### src/design/hpc_pkg.sv
// ----------------------------------------------------------------------------
// hpc_pkg: shared types and constants for the Huffman path cost unit
// Heap geometry, entry width and the controller state encoding.
// ----------------------------------------------------------------------------
package hpc_pkg;

	localparam int MaxLeaves = 256;
	localparam int AddrW     = $clog2(MaxLeaves);
	localparam int CountW    = AddrW + 1;
	localparam int EntryW    = 24;
	localparam int WeightW   = 16;
	localparam int CostW     = 32;

	typedef logic [EntryW-1:0] entry_t;
	typedef logic [AddrW-1:0]  addr_t;
	typedef logic [CountW-1:0] count_t;

	typedef enum logic [3:0] {
		ST_IDLE,
		ST_UP_RD,
		ST_UP_CMP,
		ST_POP_RD,
		ST_POP_TOP,
		ST_DN_RD,
		ST_DN_CMP,
		ST_MERGE,
		ST_DONE
	} hpc_state_t;

	// Memory port bundle from controller to heap RAM
	typedef struct packed {
		logic   we;
		addr_t  waddr;
		entry_t wdata;
		addr_t  raddr_a;
		addr_t  raddr_b;
	} hpc_mem_req_t;

endpackage

### src/design/hpc_ctrl.sv
// ----------------------------------------------------------------------------
// hpc_ctrl: heap sequencer
// Loads weights with sift-up, then pops two, merges and reinserts until one
// entry is left, accumulating the merged sums.
// ----------------------------------------------------------------------------
module hpc_ctrl
	import hpc_pkg::*;
(
	input  logic            clk,
	input  logic            arst_n,
	input  logic            in_valid,
	output logic            in_ready,
	input  logic [WeightW-1:0] in_weight,
	input  logic            in_last,
	output logic            res_valid,
	input  logic            res_ready,
	output logic [CostW-1:0] res_cost,
	output logic            res_ovf,
	output hpc_mem_req_t    req,
	input  entry_t          rdata_a,
	input  entry_t          rdata_b
);

	hpc_state_t state_q, state_d;
	count_t     count_q, count_d;
	logic [CostW-1:0] cost_q, cost_d;
	logic       ovf_q, ovf_d;
	logic       last_q, last_d;
	logic       second_q, second_d;   // popping second operand
	addr_t      idx_q, idx_d;          // current node
	entry_t     val_q, val_d;          // value being sifted
	entry_t     first_q, first_d;      // first popped value
	logic [CostW-1:0] res_cost_q, res_cost_d;
	logic       res_ovf_q, res_ovf_d;
	logic       res_valid_q, res_valid_d;

	addr_t  parent, lch, rch;
	count_t lch_w, rch_w;
	logic   l_ok, r_ok;
	entry_t sum;
	logic [CostW:0] acc;

	assign parent = (idx_q - addr_t'(1)) >> 1;
	assign lch_w  = {idx_q, 1'b1};
	assign rch_w  = lch_w + count_t'(1);
	assign lch    = lch_w[AddrW-1:0];
	assign rch    = rch_w[AddrW-1:0];
	assign l_ok   = lch_w < count_q;
	assign r_ok   = rch_w < count_q;
	assign sum    = first_q + rdata_a;
	assign acc    = {1'b0, cost_q} + {{(CostW+1-EntryW){1'b0}}, sum};

	assign in_ready  = (state_q == ST_IDLE);
	assign res_valid = res_valid_q;
	assign res_cost  = res_cost_q;
	assign res_ovf   = res_ovf_q;

	always_ff @(posedge clk or negedge arst_n) begin
		if (!arst_n) begin
			state_q     <= ST_IDLE;
			count_q     <= '0;
			cost_q      <= '0;
			ovf_q       <= 1'b0;
			res_valid_q <= 1'b0;
		end else begin
			state_q     <= state_d;
			count_q     <= count_d;
			cost_q      <= cost_d;
			ovf_q       <= ovf_d;
			res_valid_q <= res_valid_d;
		end
	end

	always_ff @(posedge clk) begin
		last_q     <= last_d;
		second_q   <= second_d;
		idx_q      <= idx_d;
		val_q      <= val_d;
		first_q    <= first_d;
		res_cost_q <= res_cost_d;
		res_ovf_q  <= res_ovf_d;
	end

	// next state and memory requests
	always_comb begin
		state_d     = state_q;
		count_d     = count_q;
		cost_d      = cost_q;
		ovf_d       = ovf_q;
		last_d      = last_q;
		second_d    = second_q;
		idx_d       = idx_q;
		val_d       = val_q;
		first_d     = first_q;
		res_cost_d  = res_cost_q;
		res_ovf_d   = res_ovf_q;
		res_valid_d = res_valid_q && !res_ready;
		req         = '0;
		case (state_q)
			ST_IDLE: begin
				if (in_valid) begin
					last_d = in_last;
					if (count_q == count_t'(MaxLeaves)) begin
						ovf_d   = 1'b1;
						state_d = in_last ? ST_MERGE : ST_IDLE;
					end else begin
						idx_d   = count_q[AddrW-1:0];
						val_d   = entry_t'(in_weight);
						count_d = count_q + count_t'(1);
						req.we    = 1'b1;
						req.waddr = count_q[AddrW-1:0];
						req.wdata = entry_t'(in_weight);
						state_d   = ST_UP_RD;
					end
				end
			end
			ST_UP_RD: begin
				if (idx_q == '0) begin
					// reached the root: held value settles here
					req.we    = 1'b1;
					req.waddr = '0;
					req.wdata = val_q;
					state_d   = last_q ? ST_MERGE : ST_IDLE;
				end else begin
					req.raddr_a = parent;
					state_d     = ST_UP_CMP;
				end
			end
			ST_UP_CMP: begin
				// parent larger: move parent down, continue upward
				if (rdata_a > val_q) begin
					req.we    = 1'b1;
					req.waddr = idx_q;
					req.wdata = rdata_a;
					idx_d     = parent;
					state_d   = ST_UP_RD;
				end else begin
					req.we    = 1'b1;
					req.waddr = idx_q;
					req.wdata = val_q;
					state_d   = last_q ? ST_MERGE : ST_IDLE;
				end
				if (rdata_a > val_q && parent == '0) begin
					state_d = ST_UP_RD;
				end
			end
			ST_MERGE: begin
				if (count_q > count_t'(1)) begin
					second_d    = 1'b0;
					req.raddr_a = '0;
					req.raddr_b = count_q[AddrW-1:0] - addr_t'(1);
					state_d     = ST_POP_TOP;
				end else begin
					state_d = ST_DONE;
				end
			end
			ST_POP_RD: begin
				req.raddr_a = '0;
				req.raddr_b = count_q[AddrW-1:0] - addr_t'(1);
				state_d     = ST_POP_TOP;
			end
			ST_POP_TOP: begin
				// take top, move tail to root and sift down
				if (!second_q) first_d = rdata_a;
				val_d   = rdata_b;
				count_d = count_q - count_t'(1);
				idx_d   = '0;
				req.we    = 1'b1;
				req.waddr = '0;
				req.wdata = rdata_b;
				if (second_q) begin
					// second operand in rdata_a: merge, write sum at root
					cost_d    = acc[CostW] ? '1 : acc[CostW-1:0];
					val_d     = sum;
					req.wdata = sum;
					count_d   = count_q;
				end
				state_d = ST_DN_RD;
			end
			ST_DN_RD: begin
				req.raddr_a = lch;
				req.raddr_b = rch;
				state_d     = ST_DN_CMP;
			end
			ST_DN_CMP: begin
				if (l_ok && rdata_a < val_q && !(r_ok && rdata_b < rdata_a)) begin
					req.we    = 1'b1;
					req.waddr = idx_q;
					req.wdata = rdata_a;
					idx_d     = lch;
					state_d   = ST_DN_RD;
				end else if (r_ok && rdata_b < val_q) begin
					req.we    = 1'b1;
					req.waddr = idx_q;
					req.wdata = rdata_b;
					idx_d     = rch;
					state_d   = ST_DN_RD;
				end else begin
					req.we    = 1'b1;
					req.waddr = idx_q;
					req.wdata = val_q;
					if (second_q) begin
						state_d = ST_MERGE;
					end else begin
						second_d = 1'b1;
						state_d  = ST_POP_RD;
					end
				end
			end
			ST_DONE: begin
				if (!res_valid_q || res_ready) begin
					res_valid_d = 1'b1;
					res_cost_d  = cost_q;
					res_ovf_d   = ovf_q;
					count_d     = '0;
					cost_d      = '0;
					ovf_d       = 1'b0;
					state_d     = ST_IDLE;
				end
			end
			default: state_d = ST_IDLE;
		endcase
	end

	// checks on heap capacity, result hold under stall, and result post with heap clear
	assert property (@(posedge clk) disable iff (!arst_n)
		count_q <= count_t'(MaxLeaves))
		else $error("heap count beyond capacity");
	assert property (@(posedge clk) disable iff (!arst_n)
		(state_q == ST_DONE && res_valid_q && !res_ready) |=> state_q == ST_DONE)
		else $error("result dropped while output stalled");
	assert property (@(posedge clk) disable iff (!arst_n)
		(state_q == ST_DONE && state_d == ST_IDLE) |=> (res_valid_q && count_q == '0))
		else $error("result not posted or heap not cleared");

endmodule

### config.mk
export PLATFORM = sky130hd
export DESIGN_NAME = hpc_ctrl
export DESIGN_NICKNAME = d
export VERILOG_FILES = /design/src/design/hpc_pkg.sv /design/src/design/hpc_ctrl.sv
export SDC_FILE = /design/constraint.sdc
export NUM_CORES = 1
export LEC_CHECK = 0
export BUFFER_PORTS_ARGS = -buffer_cell sky130_fd_sc_hd__buf_4
export CELL_PAD_IN_SITES_DETAIL_PLACEMENT = 2
export CELL_PAD_IN_SITES_GLOBAL_PLACEMENT = 2
export CORE_MARGIN = 2
export CORE_UTILIZATION = 35
export DETAILED_ROUTE_END_ITERATION = 8
export GPL_TIMING_DRIVEN = 0
export PLACE_DENSITY = 0.75
export SLEW_MARGIN = 30
export SYNTH_ARGS = -nofsm -noshare
export SYNTH_HDL_FRONTEND = slang
export SYNTH_SLANG_ARGS = --single-unit
export TNS_END_PERCENT = 20
### constraint.sdc
create_clock -name clk -period 4.75 [get_ports clk]
set_input_delay 0.7125 -clock clk [delete_from_list [all_inputs] [get_ports clk]]
set_output_delay 0.7125 -clock clk [all_outputs]
set_load 0.02 [all_outputs]
==> flow_summary.ini, run 1 <==
[run_status]
run_status = complete, but fails checks
failed_checks = setup timing

[grt]
grt.overflow.total = 0
grt_first_pass_wirelength_mm = 74.5
largest_net_degree_at_the_start_of_global_routing = 48
grt_pass1_vias = 12300
globalRouteTotalUtil_pct = 29.1
grt_antenna_before_repair = 0

[sta]
fin_crit_sh_pct = 104
fin_ws_ps = -168
final-hold-violation-count = 0
maxSlewHeadroom_pct = 37.6
final-setup-viol-count = 21
final.min_clock_period_ps = 4920
timing.final.max_slew_violations = 0
clock_skew_ps = 15.1
tightestPinTransition_ps = 926
rsz_0062_raised_after_global_routing = yes
fmax_mhz = 203

[synth]
synth_cells = 1272
register_bit_count_reported_by_yosys = 138
async_flop_share_pct = 34.1
post_synth.cell_area_avg_sq_um = 9.08
postSynth.topFlopCell = sky130_fd_sc_hd__edfxtp_1
synth.yosys.seq_area_share_pct = 33.8
synth-edff-count = 91
synthDistinctLibCells = 81
syn_nets = 1482
netlist_area_sq_um = 11500
yosys_warnings = 0

[die]
ios = 153
die_area_sq_um = 34500
starting_density_of_the_core_pct = 35.5
dieHeight_um = 186
die_width_um = 186
rows = 66
fp.coreArea_sq_um = 32500

[route]
routed_via_density = 6.01
antenna_left = 0
drc = 0
initialDrtViolationCount = 728
drt_pass1_iterations = 6
num_vias = 11600
routedWlPerCell_um = 26.3
postRouteWirelength_mm = 50.8

[setup_path]
critical_path_peak_fanout = 5
timing.critical_path.slowest_stage_cell = sky130_fd_sc_hd__edfxtp_1
worst_ep_required_time_ps = 4040
arrival_time_worst_endpoint_ps = 4210
worst-setup-path-type = register to output pin
largest_stage_delay_worst_path_ps = 490
crit_path_start_kind = register
crit_chain = nand3_4 -> nor2_4 -> xor2_2 -> ha_4 -> a22o_1 -> o41ai_4 -> buf_4 -> nand3_4 -> a211o_4 -> a31o_4 -> bufbuf_16 -> a22o_1 -> a211o_1 -> buf_4
cp-end-kind = output pin

[power]
ir_drop_mv = 0.328
power_density_nw_per_um2 = 626
total_leakage_power_nw = 6.32

[place]
place.detailed.hpwl_mm = 37.1
place_inst = 1867
port-buffer-count = 152
detailed_place.area_sq_um = 13300
gp_routability_congestion = 0.891

[worst_hold_path]
worst_hold_path_type = primary input to async pin

[layout]
finish.instance_area_sq_um = 14800
area_growth_from_synthesis_to_final_layout_pct = 27.8
drive_gt1_share_pct = 22.8
layout.cells.non_filler = 1932
insertedDiodeCount = 0
num-nets-final = 1687

[run]
max_cap_violations = 0

[cts]
numCtsBuffers = 17
cts_tree = yes
later_pin_clock_latency_in_the_skew_report_ps = 460
cts.root.buffer_cell = sky130_fd_sc_hd__clkbuf_16
cts.sink_count = 138
clk_pin_slew_ps = 70
cts.path.max_buffers = 2
h-tree-depth = 4
==> registers in the layout, summed over array words and instances, names as in the netlist <==
signal     count
idx_q          8
state_q        4
cost_q        32
val_q         24
last_q         1
count_q        9
second_q       1
res_ovf        1
res_valid      1
ovf_q          1
res_cost      32
first_q       24
==> logic make-up (layout without fill, tap and decap cells) <==
family                     after synthesis  in the layout  share of synthesized area, %
buffers and inverters                  135            353                          4.82
adders and majority gates              141            141                          15.4
DFF                                    138            138                          33.8
and+or+nand+nor                        327            327                          13.5
xor gates and xnor gates                62             62                          4.70
AOI/OAI and AO/OA                      452            452                          26.2
muxes                                   17             17                          1.51
==> power breakdown <==
group          internal (W)  switching [W]
Clock              0.000766       0.000635
Sequential          0.00168       0.000312
Combinational       0.00224        0.00360
==> final timing paths <==
check                      cells after the start  startpoint  slack, ps    endpoint
max                                           14    idx_q[0]       -170     req[36]
min                                            1      arst_n        310   cost_q[4]
max reg2reg                                   20  first_q[0]        160  cost_q[29]
min reg2reg                                    0       ovf_q        450     res_ovf
max in group asynchronous                      1      arst_n       3910  count_q[3]
min in group clk                               0       ovf_q        450     res_ovf
==> timing repair <==
| action | 4_1_cts | 5_1_grt |
|---|---|---|
| pin swaps | 22 | 25 |
| endpoints found under the setup margin | 56 | 56 |
| gates cloned | 1 | 0 |
| hold buffers | 0 | 0 |
| resized for setup | 80 | 55 |
| buffers inserted | 26 | 12 |
==> placed cells by master, fill, tap and decap left out, drive strengths merged, types with 13 or more instances in the layout <==
cell / synthesis / layout
and3: 13 / 13
ha: 139 / 139
nand2: 115 / 115
a211oi: 17 / 17
nor2: 71 / 71
a22o: 23 / 23
edfxtp: 91 / 91
a21oi: 118 / 118
xor2: 28 / 28
dfrtp: 47 / 47
a221oi: 14 / 14
a31oi: 25 / 25
nand3: 40 / 40
and2: 13 / 13
o21ai: 94 / 94
mux2i: 14 / 14
a21o: 31 / 31
xnor2: 34 / 34
nor3: 18 / 18
o211ai: 30 / 30
clkbuf: 42 / 51
nand2b: 13 / 13
inv: 79 / 86
buf: 13 / 208
==> cells in the mapped netlist (all sizes together), types with 9 or more instances <==
cell type / n / share of area (%)
o31ai: 9 / 0.63
a211o: 10 / 0.76
buf: 13 / 0.77
mux2i: 14 / 1.2
nand2: 115 / 3.8
o211ai: 30 / 2.0
a221oi: 14 / 1.1
nor3: 18 / 0.78
nand2b: 13 / 0.70
nor2: 71 / 2.3
xnor2: 34 / 2.6
inv: 79 / 2.6
and2: 13 / 0.70
a21o: 31 / 2.0
edfxtp: 91 / 24
and3: 13 / 0.72
a211oi: 17 / 1.1
ha: 139 / 15
nand3: 40 / 1.7
o21ai: 94 / 4.2
dfrtp: 47 / 10
clkbuf: 42 / 1.5
o221ai: 11 / 0.83
xor2: 28 / 2.1
nand4: 11 / 0.60
a22o: 23 / 1.7
a21oi: 118 / 5.1
a31oi: 25 / 1.4
==> final cells by class <==
class | count | area [sq um]
multi-input cells | 999 | 7580
flip-flops and latches | 138 | 3910
fillers | 3555 | 17800
plain buffers | 48 | 319
inverters | 80 | 302
well taps | 442 | 553
repair buffers | 193 | 1510
clock buffers | 19 | 454
clock inverters | 13 | 129
==> worst max-delay path, delay by kind of cell, from the launching register on <==
| family | cells | cell delay (ps) |
|---|---|---|
| compound gates | 6 | 1630 |
| buf+inv | 3 | 650 |
| flops | 1 | 490 |
| simple gates | 3 | 480 |
| xor+xnor | 1 | 250 |
| fa+ha+maj | 1 | 250 |
==> metal layers <==
metal | part of all wire [%] | vias up | global-route usage [%]
li1 | - | 5238 | -
met1 | 43 | 5985 | 37.0
met2 | 49 | 307 | 48.9
met3 | 4.7 | 81 | 5.99
met4 | 2.7 | 0 | 10.1
met5 | 0 | - | 0
==> through the flow <==
step	hold slack [ps]	power [W]	util [%]	TNS [ps]	worst slack, ps
after floorplan	417	0.00518	-	0	93.8
after global routing	351	0.00977	45.4	-4190	-249
after CTS	335	0.00880	44.3	-329	-78.3
final	311	0.00923	45.4	-2110	-168
after global placement	435	0.00671	40.7	-51810	-1510
after detailed placement	448	0.00694	40.8	-58670	-1700
Power figures use the tool's default switching activity.
==> inputs of run 2 (changes only) <==
CORE_UTILIZATION = 30   (was 35)
PLACE_DENSITY = 0.66   (was 0.75)
RECOVER_POWER = 25   (was not set)
==> flow_summary.ini, run 2 (synthesis gave the netlist of run 1 again) <==
[layout]
num-nets-final = 1698
area_growth_from_synthesis_to_final_layout_pct = 28.4
final_common_cell = sky130_fd_sc_hd__buf_4
finish.instance_area_sq_um = 14800
post-route-util_pct = 39.3
layout.cells.non_filler = 2012
insertedDiodeCount = 0
drive_gt1_share_pct = 21.7
mostFrequentLayoutCells = sky130_fd_sc_hd__buf_4, sky130_fd_sc_hd__ha_1, sky130_fd_sc_hd__nand2_1

[grt]
grt_antenna_before_repair = 0
grt.overflow.total = 0
globalRouteTotalUtil_pct = 25.3
grt_pass1_vias = 12500
grt_first_pass_wirelength_mm = 77.5
largest_net_degree_at_the_start_of_global_routing = 48

[cts]
cts_tree = yes
numCtsBuffers = 17
cts.path.max_buffers = 2
clk_pin_slew_ps = 70
h-tree-depth = 4
later_pin_clock_latency_in_the_skew_report_ps = 460
cts.sink_count = 138
cts.root.buffer_cell = sky130_fd_sc_hd__clkbuf_16
cts-hold-fix-buffers = 0

[setup_path]
cp-end-kind = output pin
timing.critical_path.max_delay_family = compound AO/OA/AOI/OAI gates
largest_stage_delay_worst_path_ps = 550
crit_chain = nand3_4 -> nor2_4 -> buf_4 -> nand3_1 -> xnor2_1 -> ha_1 -> a21oi_1 -> nand3_2 -> a211o_1 -> a31o_4 -> buf_12 -> a221oi_2 -> o211ai_1 -> buf_4
r2r.worst_path.cells = 17
crit_path_start_kind = register
timing.critical_path.slowest_stage_cell = sky130_fd_sc_hd__edfxtp_1
critical_path.most_common_cell = sky130_fd_sc_hd__buf_4
worst-setup-path-type = register to output pin
worst_r2r_endpoint = cost_q[16]
worst-r2r-setup-slack_ps = 100
critical_path_peak_fanout = 10
regToRegStartpoint = first_q[5]
arrival_time_worst_endpoint_ps = 4090
cp_num_buf_inv = 3
worst_ep_required_time_ps = 4040

[worst_hold_path]
hold_path_depth = 0
worst_hold_path_type = register to register
hold_path_startpoint = ovf_q
timing.hold.worst_endpoint = res_ovf

[power]
ir_drop_mv = 0.310
total_leakage_power_nw = 6.31
power_density_nw_per_um2 = 620

[sta]
timing.final.max_slew_violations = 48
clock_skew_ps = 11.3
fin_ws_ps = -54.8
final-hold-violation-count = 0
maxSlewHeadroom_pct = -112
final.min_clock_period_ps = 4800
fmax_mhz = 208
rsz_0062_raised_after_global_routing = yes
whs_ps = 469
tightestPinTransition_ps = 3170
final-setup-viol-count = 9
fin_crit_sh_pct = 101

[route]
route.met3.wl_mm = 2.12
wl_met2_mm = 24.4
routed_via_density = 5.71
initialDrtViolationCount = 578
wl_met1_mm = 23.2
drt_pass1_iterations = 5
dr.max_layer_used = met4
routedWlPerCell_um = 25.5
antenna_left = 0
num_vias = 11500
postRouteWirelength_mm = 51.3
drc = 0

[die]
starting_density_of_the_core_pct = 30.6
fp.coreArea_sq_um = 37800
die_width_um = 200
ios = 153
die_area_sq_um = 40100
rows = 71
dieHeight_um = 200

[place]
port-buffer-count = 152
gp_routability_congestion = 0.839
pre_cts_slack_ps = -1560
place_inst = 1938
detailed_place.area_sq_um = 13400
place.detailed.hpwl_mm = 38.7

[run]
max_cap_violations = 1

[run_status]
run_status = complete, but fails checks
failed_checks = capacitance limit, slew limit, setup timing
==> run 2: where the power goes <==
group          switching, W  total (W)  internal (W)
combinational       0.00352    0.00579       0.00226
sequential         0.000310    0.00199       0.00168
clock              0.000664    0.00141      0.000746
==> run 2: layout make-up <==
cell class | instances | area, sq um
well taps | 511 | 639
clock inverters | 14 | 155
clock buffers | 18 | 429
multi-input cells | 999 | 7580
repair buffers | 205 | 1500
fillers | 4175 | 22900
flip-flops and latches | 138 | 3910
plain buffers | 47 | 309
inverters | 80 | 305
==> run 2: routing by layer <==
metal	up-vias	track usage [%]
met5	-	0
met4	0	9.51
met3	75	4.20
met2	289	42.3
met1	5871	32.8
li1	5253	-
==> run 2: metrics by stage <==
| step | setup TNS [ps] | power (W) |
|---|---|---|
| 6_report | -211 | 0.00919 |
| 2_1_floorplan | 0 | 0.00518 |
| 4_1_cts | 0 | 0.00887 |
| 5_1_grt | -3790 | 0.00981 |
| 3_3_place_gp | -57350 | 0.00682 |
| 3_5_place_dp | -58990 | 0.00700 |
==> run 2: repair_timing <==
| action | 4_1_cts | 5_1_grt |
|---|---|---|
| setup endpoints to repair | 60 | 56 |
| gates resized for setup | 69 | 63 |
| pin swaps | 17 | 36 |
| buffers inserted | 31 | 19 |
==> run 2: worst max-delay path by stage <==
stage	slack, ps	cells after the start	to	startpoint
after floorplan	90	16	cost_q[10]	rdata_a[0]
after global placement	-1470	17	cost_q[6]	rdata_a[0]
after detailed placement	-1560	17	cost_q[10]	rdata_a[0]
after CTS	0.7	13	req[31]	idx_q[1]
after global routing	-190	13	req[19]	idx_q[1]
final	-50	14	req[31]	idx_q[1]
==> run 2: worst reg2reg max path: stages, from the launching register on <==
cell and delay, ps:
sky130_fd_sc_hd__edfxtp_1 380, sky130_fd_sc_hd__ha_1 360, sky130_fd_sc_hd__o21a_1 270, sky130_fd_sc_hd__o211a_1 270, sky130_fd_sc_hd__a21o_2 300, sky130_fd_sc_hd__or2_1 290
sky130_fd_sc_hd__a221oi_2 360, sky130_fd_sc_hd__xnor2_2 190, sky130_fd_sc_hd__ha_2 380, sky130_fd_sc_hd__a21o_1 240, sky130_fd_sc_hd__a31oi_4 200, sky130_fd_sc_hd__nand2_2 90
sky130_fd_sc_hd__or2_2 320, sky130_fd_sc_hd__o2111ai_2 210, sky130_fd_sc_hd__nand2_1 100, sky130_fd_sc_hd__buf_4 150, sky130_fd_sc_hd__nor2_4 230, sky130_fd_sc_hd__a41oi_1 160
==> inputs of run 3 (changes only) <==
clock period = 5.4 ns   (was 4.75 ns; I/O delays follow)
==> flow_summary.ini, run 3 (synthesis gave the netlist of run 1 again) <==
[run_status]
run_status = complete, but fails checks
failed_checks = capacitance limit, slew limit

[route]
initialDrtViolationCount = 546
drt_pass1_iterations = 5
num_vias = 11300
routedWlPerCell_um = 25.2
postRouteWirelength_mm = 49.9
routed_via_density = 5.68
antenna_left = 0
drc = 0

[layout]
insertedDiodeCount = 0
mostFrequentLayoutCells = sky130_fd_sc_hd__buf_4, sky130_fd_sc_hd__ha_1, sky130_fd_sc_hd__a21oi_1
area_growth_from_synthesis_to_final_layout_pct = 22.3
finish.instance_area_sq_um = 14100
final_common_cell = sky130_fd_sc_hd__buf_4
drive_gt1_share_pct = 16.2
num-nets-final = 1666

[setup_path]
critical_path_peak_fanout = 10
worst_ep_required_time_ps = 4590
crit_path_start_kind = register
worst-setup-path-type = register to output pin
arrival_time_worst_endpoint_ps = 4420
worst_r2r_endpoint = cost_q[26]
cp-end-kind = output pin
r2r.worst_path.cells = 16
regToRegStartpoint = first_q[4]
worst-r2r-setup-slack_ps = 390

[cts]
numCtsBuffers = 17
cts.sink_count = 138
cts.path.max_buffers = 2
cts_tree = yes
cts.root.buffer_cell = sky130_fd_sc_hd__clkbuf_16
later_pin_clock_latency_in_the_skew_report_ps = 470
h-tree-depth = 4
clk_pin_slew_ps = 70
cts-hold-fix-buffers = 0

[power]
power_density_nw_per_um2 = 537
total_leakage_power_nw = 6.04
ir_drop_mv = 0.273
post-layout-total-power_w = 0.00758

[grt]
grt_antenna_before_repair = 0
largest_net_degree_at_the_start_of_global_routing = 48
globalRouteTotalUtil_pct = 24.8
grt_first_pass_wirelength_mm = 75.9
grt_busiest_layer = met2
grt_pass1_vias = 12200
groute.layer.met1.usage_pct = 32.4
use_met3_pct = 3.86
grt.met2_usage_pct = 41.6
grt.overflow.total = 0

[sta]
maxSlewHeadroom_pct = -108
timing.final.max_slew_violations = 48
fin_ws_ps = 171
fmax_mhz = 191
fin_crit_sh_pct = 96.8
whs_ps = 468
final-hold-violation-count = 0
final-setup-viol-count = 0
final.min_clock_period_ps = 5230
finalSetupTns_ps = 0
tightestPinTransition_ps = 3110
clock_skew_ps = 11.1

[die]
die_width_um = 200
dieHeight_um = 200
ios = 153
fp.coreArea_sq_um = 37800
starting_density_of_the_core_pct = 30.6
die_area_sq_um = 40100
rows = 71

[worst_hold_path]
timing.hold.worst_endpoint = res_ovf
hold_path_startpoint = ovf_q
worst_hold_path_type = register to register
hold_path_depth = 0

[place]
place.detailed.hpwl_mm = 38.7
detailed_place.area_sq_um = 13400
gp_routability_congestion = 0.839
port-buffer-count = 152
pre_cts_slack_ps = -1010

[run]
max_cap_violations = 1
-- run 3: per-layer routing --
| metal | routed length [um] | vias to the layer above |
|---|---|---|
| met1 | 22800 | 5773 |
| met2 | 23800 | 237 |
| li1 | - | 5184 |
| met4 | 1310 | 0 |
| met3 | 2030 | 59 |
| met5 | 0 | - |
-- run 3: area by class of cell --
type | count | area [sq um]
timing repair buffer | 166 | 1190
clock buffer | 18 | 429
fill | 4234 | 23600
inverter | 80 | 302
sequential | 138 | 3910
multi-input combinational | 999 | 7220
clock inverter | 14 | 155
tap | 511 | 639
buffer | 54 | 280
-- run 3: through the flow --
| stage | util [%] | cells |
|---|---|---|
| after floorplan | - | 1272 |
| after global placement | 35.3 | 1935 |
| after detailed placement | 35.5 | 1938 |
| after CTS | 37.3 | 1971 |
| after global routing | 37.4 | 1980 |
| final | 37.4 | 1980 |
-- run 3: timing repair --
item,CTS,global route
setup buffers,2,9
endpoints found under the setup margin,54,47
resized for setup,23,17
pin swaps,1,6
-- run 3: worst max path at each step --
stage,from,endpoint,cells past startpoint
floorplan,rdata_a[0],cost_q[10],16
global placement,rdata_a[0],cost_q[6],17
detailed placement,rdata_a[0],cost_q[10],17
CTS,rdata_a[0],cost_q[10],19
global route,idx_q[1],req[31],13
finish,idx_q[1],req[31],13
-- run 3: worst max-delay path, cell delays in order (launching register included) --
cell and delay, ps:
sky130_fd_sc_hd__edfxtp_1 520, sky130_fd_sc_hd__ha_2 320, sky130_fd_sc_hd__nand3_2 160, sky130_fd_sc_hd__xnor2_1 200, sky130_fd_sc_hd__ha_1 220, sky130_fd_sc_hd__a22o_1 250, sky130_fd_sc_hd__o41ai_4 450, sky130_fd_sc_hd__nand3_2 150
sky130_fd_sc_hd__a211o_4 360, sky130_fd_sc_hd__a31o_2 310, sky130_fd_sc_hd__buf_6 190, sky130_fd_sc_hd__a221oi_1 300, sky130_fd_sc_hd__o211ai_1 270, sky130_fd_sc_hd__buf_4 240
-- run 3: power breakdown --
part	leakage, nW	total (W)	internal (W)	switching (W)
registers	1.41	0.00171	0.00148	0.000230
logic	4.35	0.00463	0.00170	0.00293
clock network	0.285	0.00124	0.000656	0.000583
total	6.04	0.00758	0.00383	0.00374
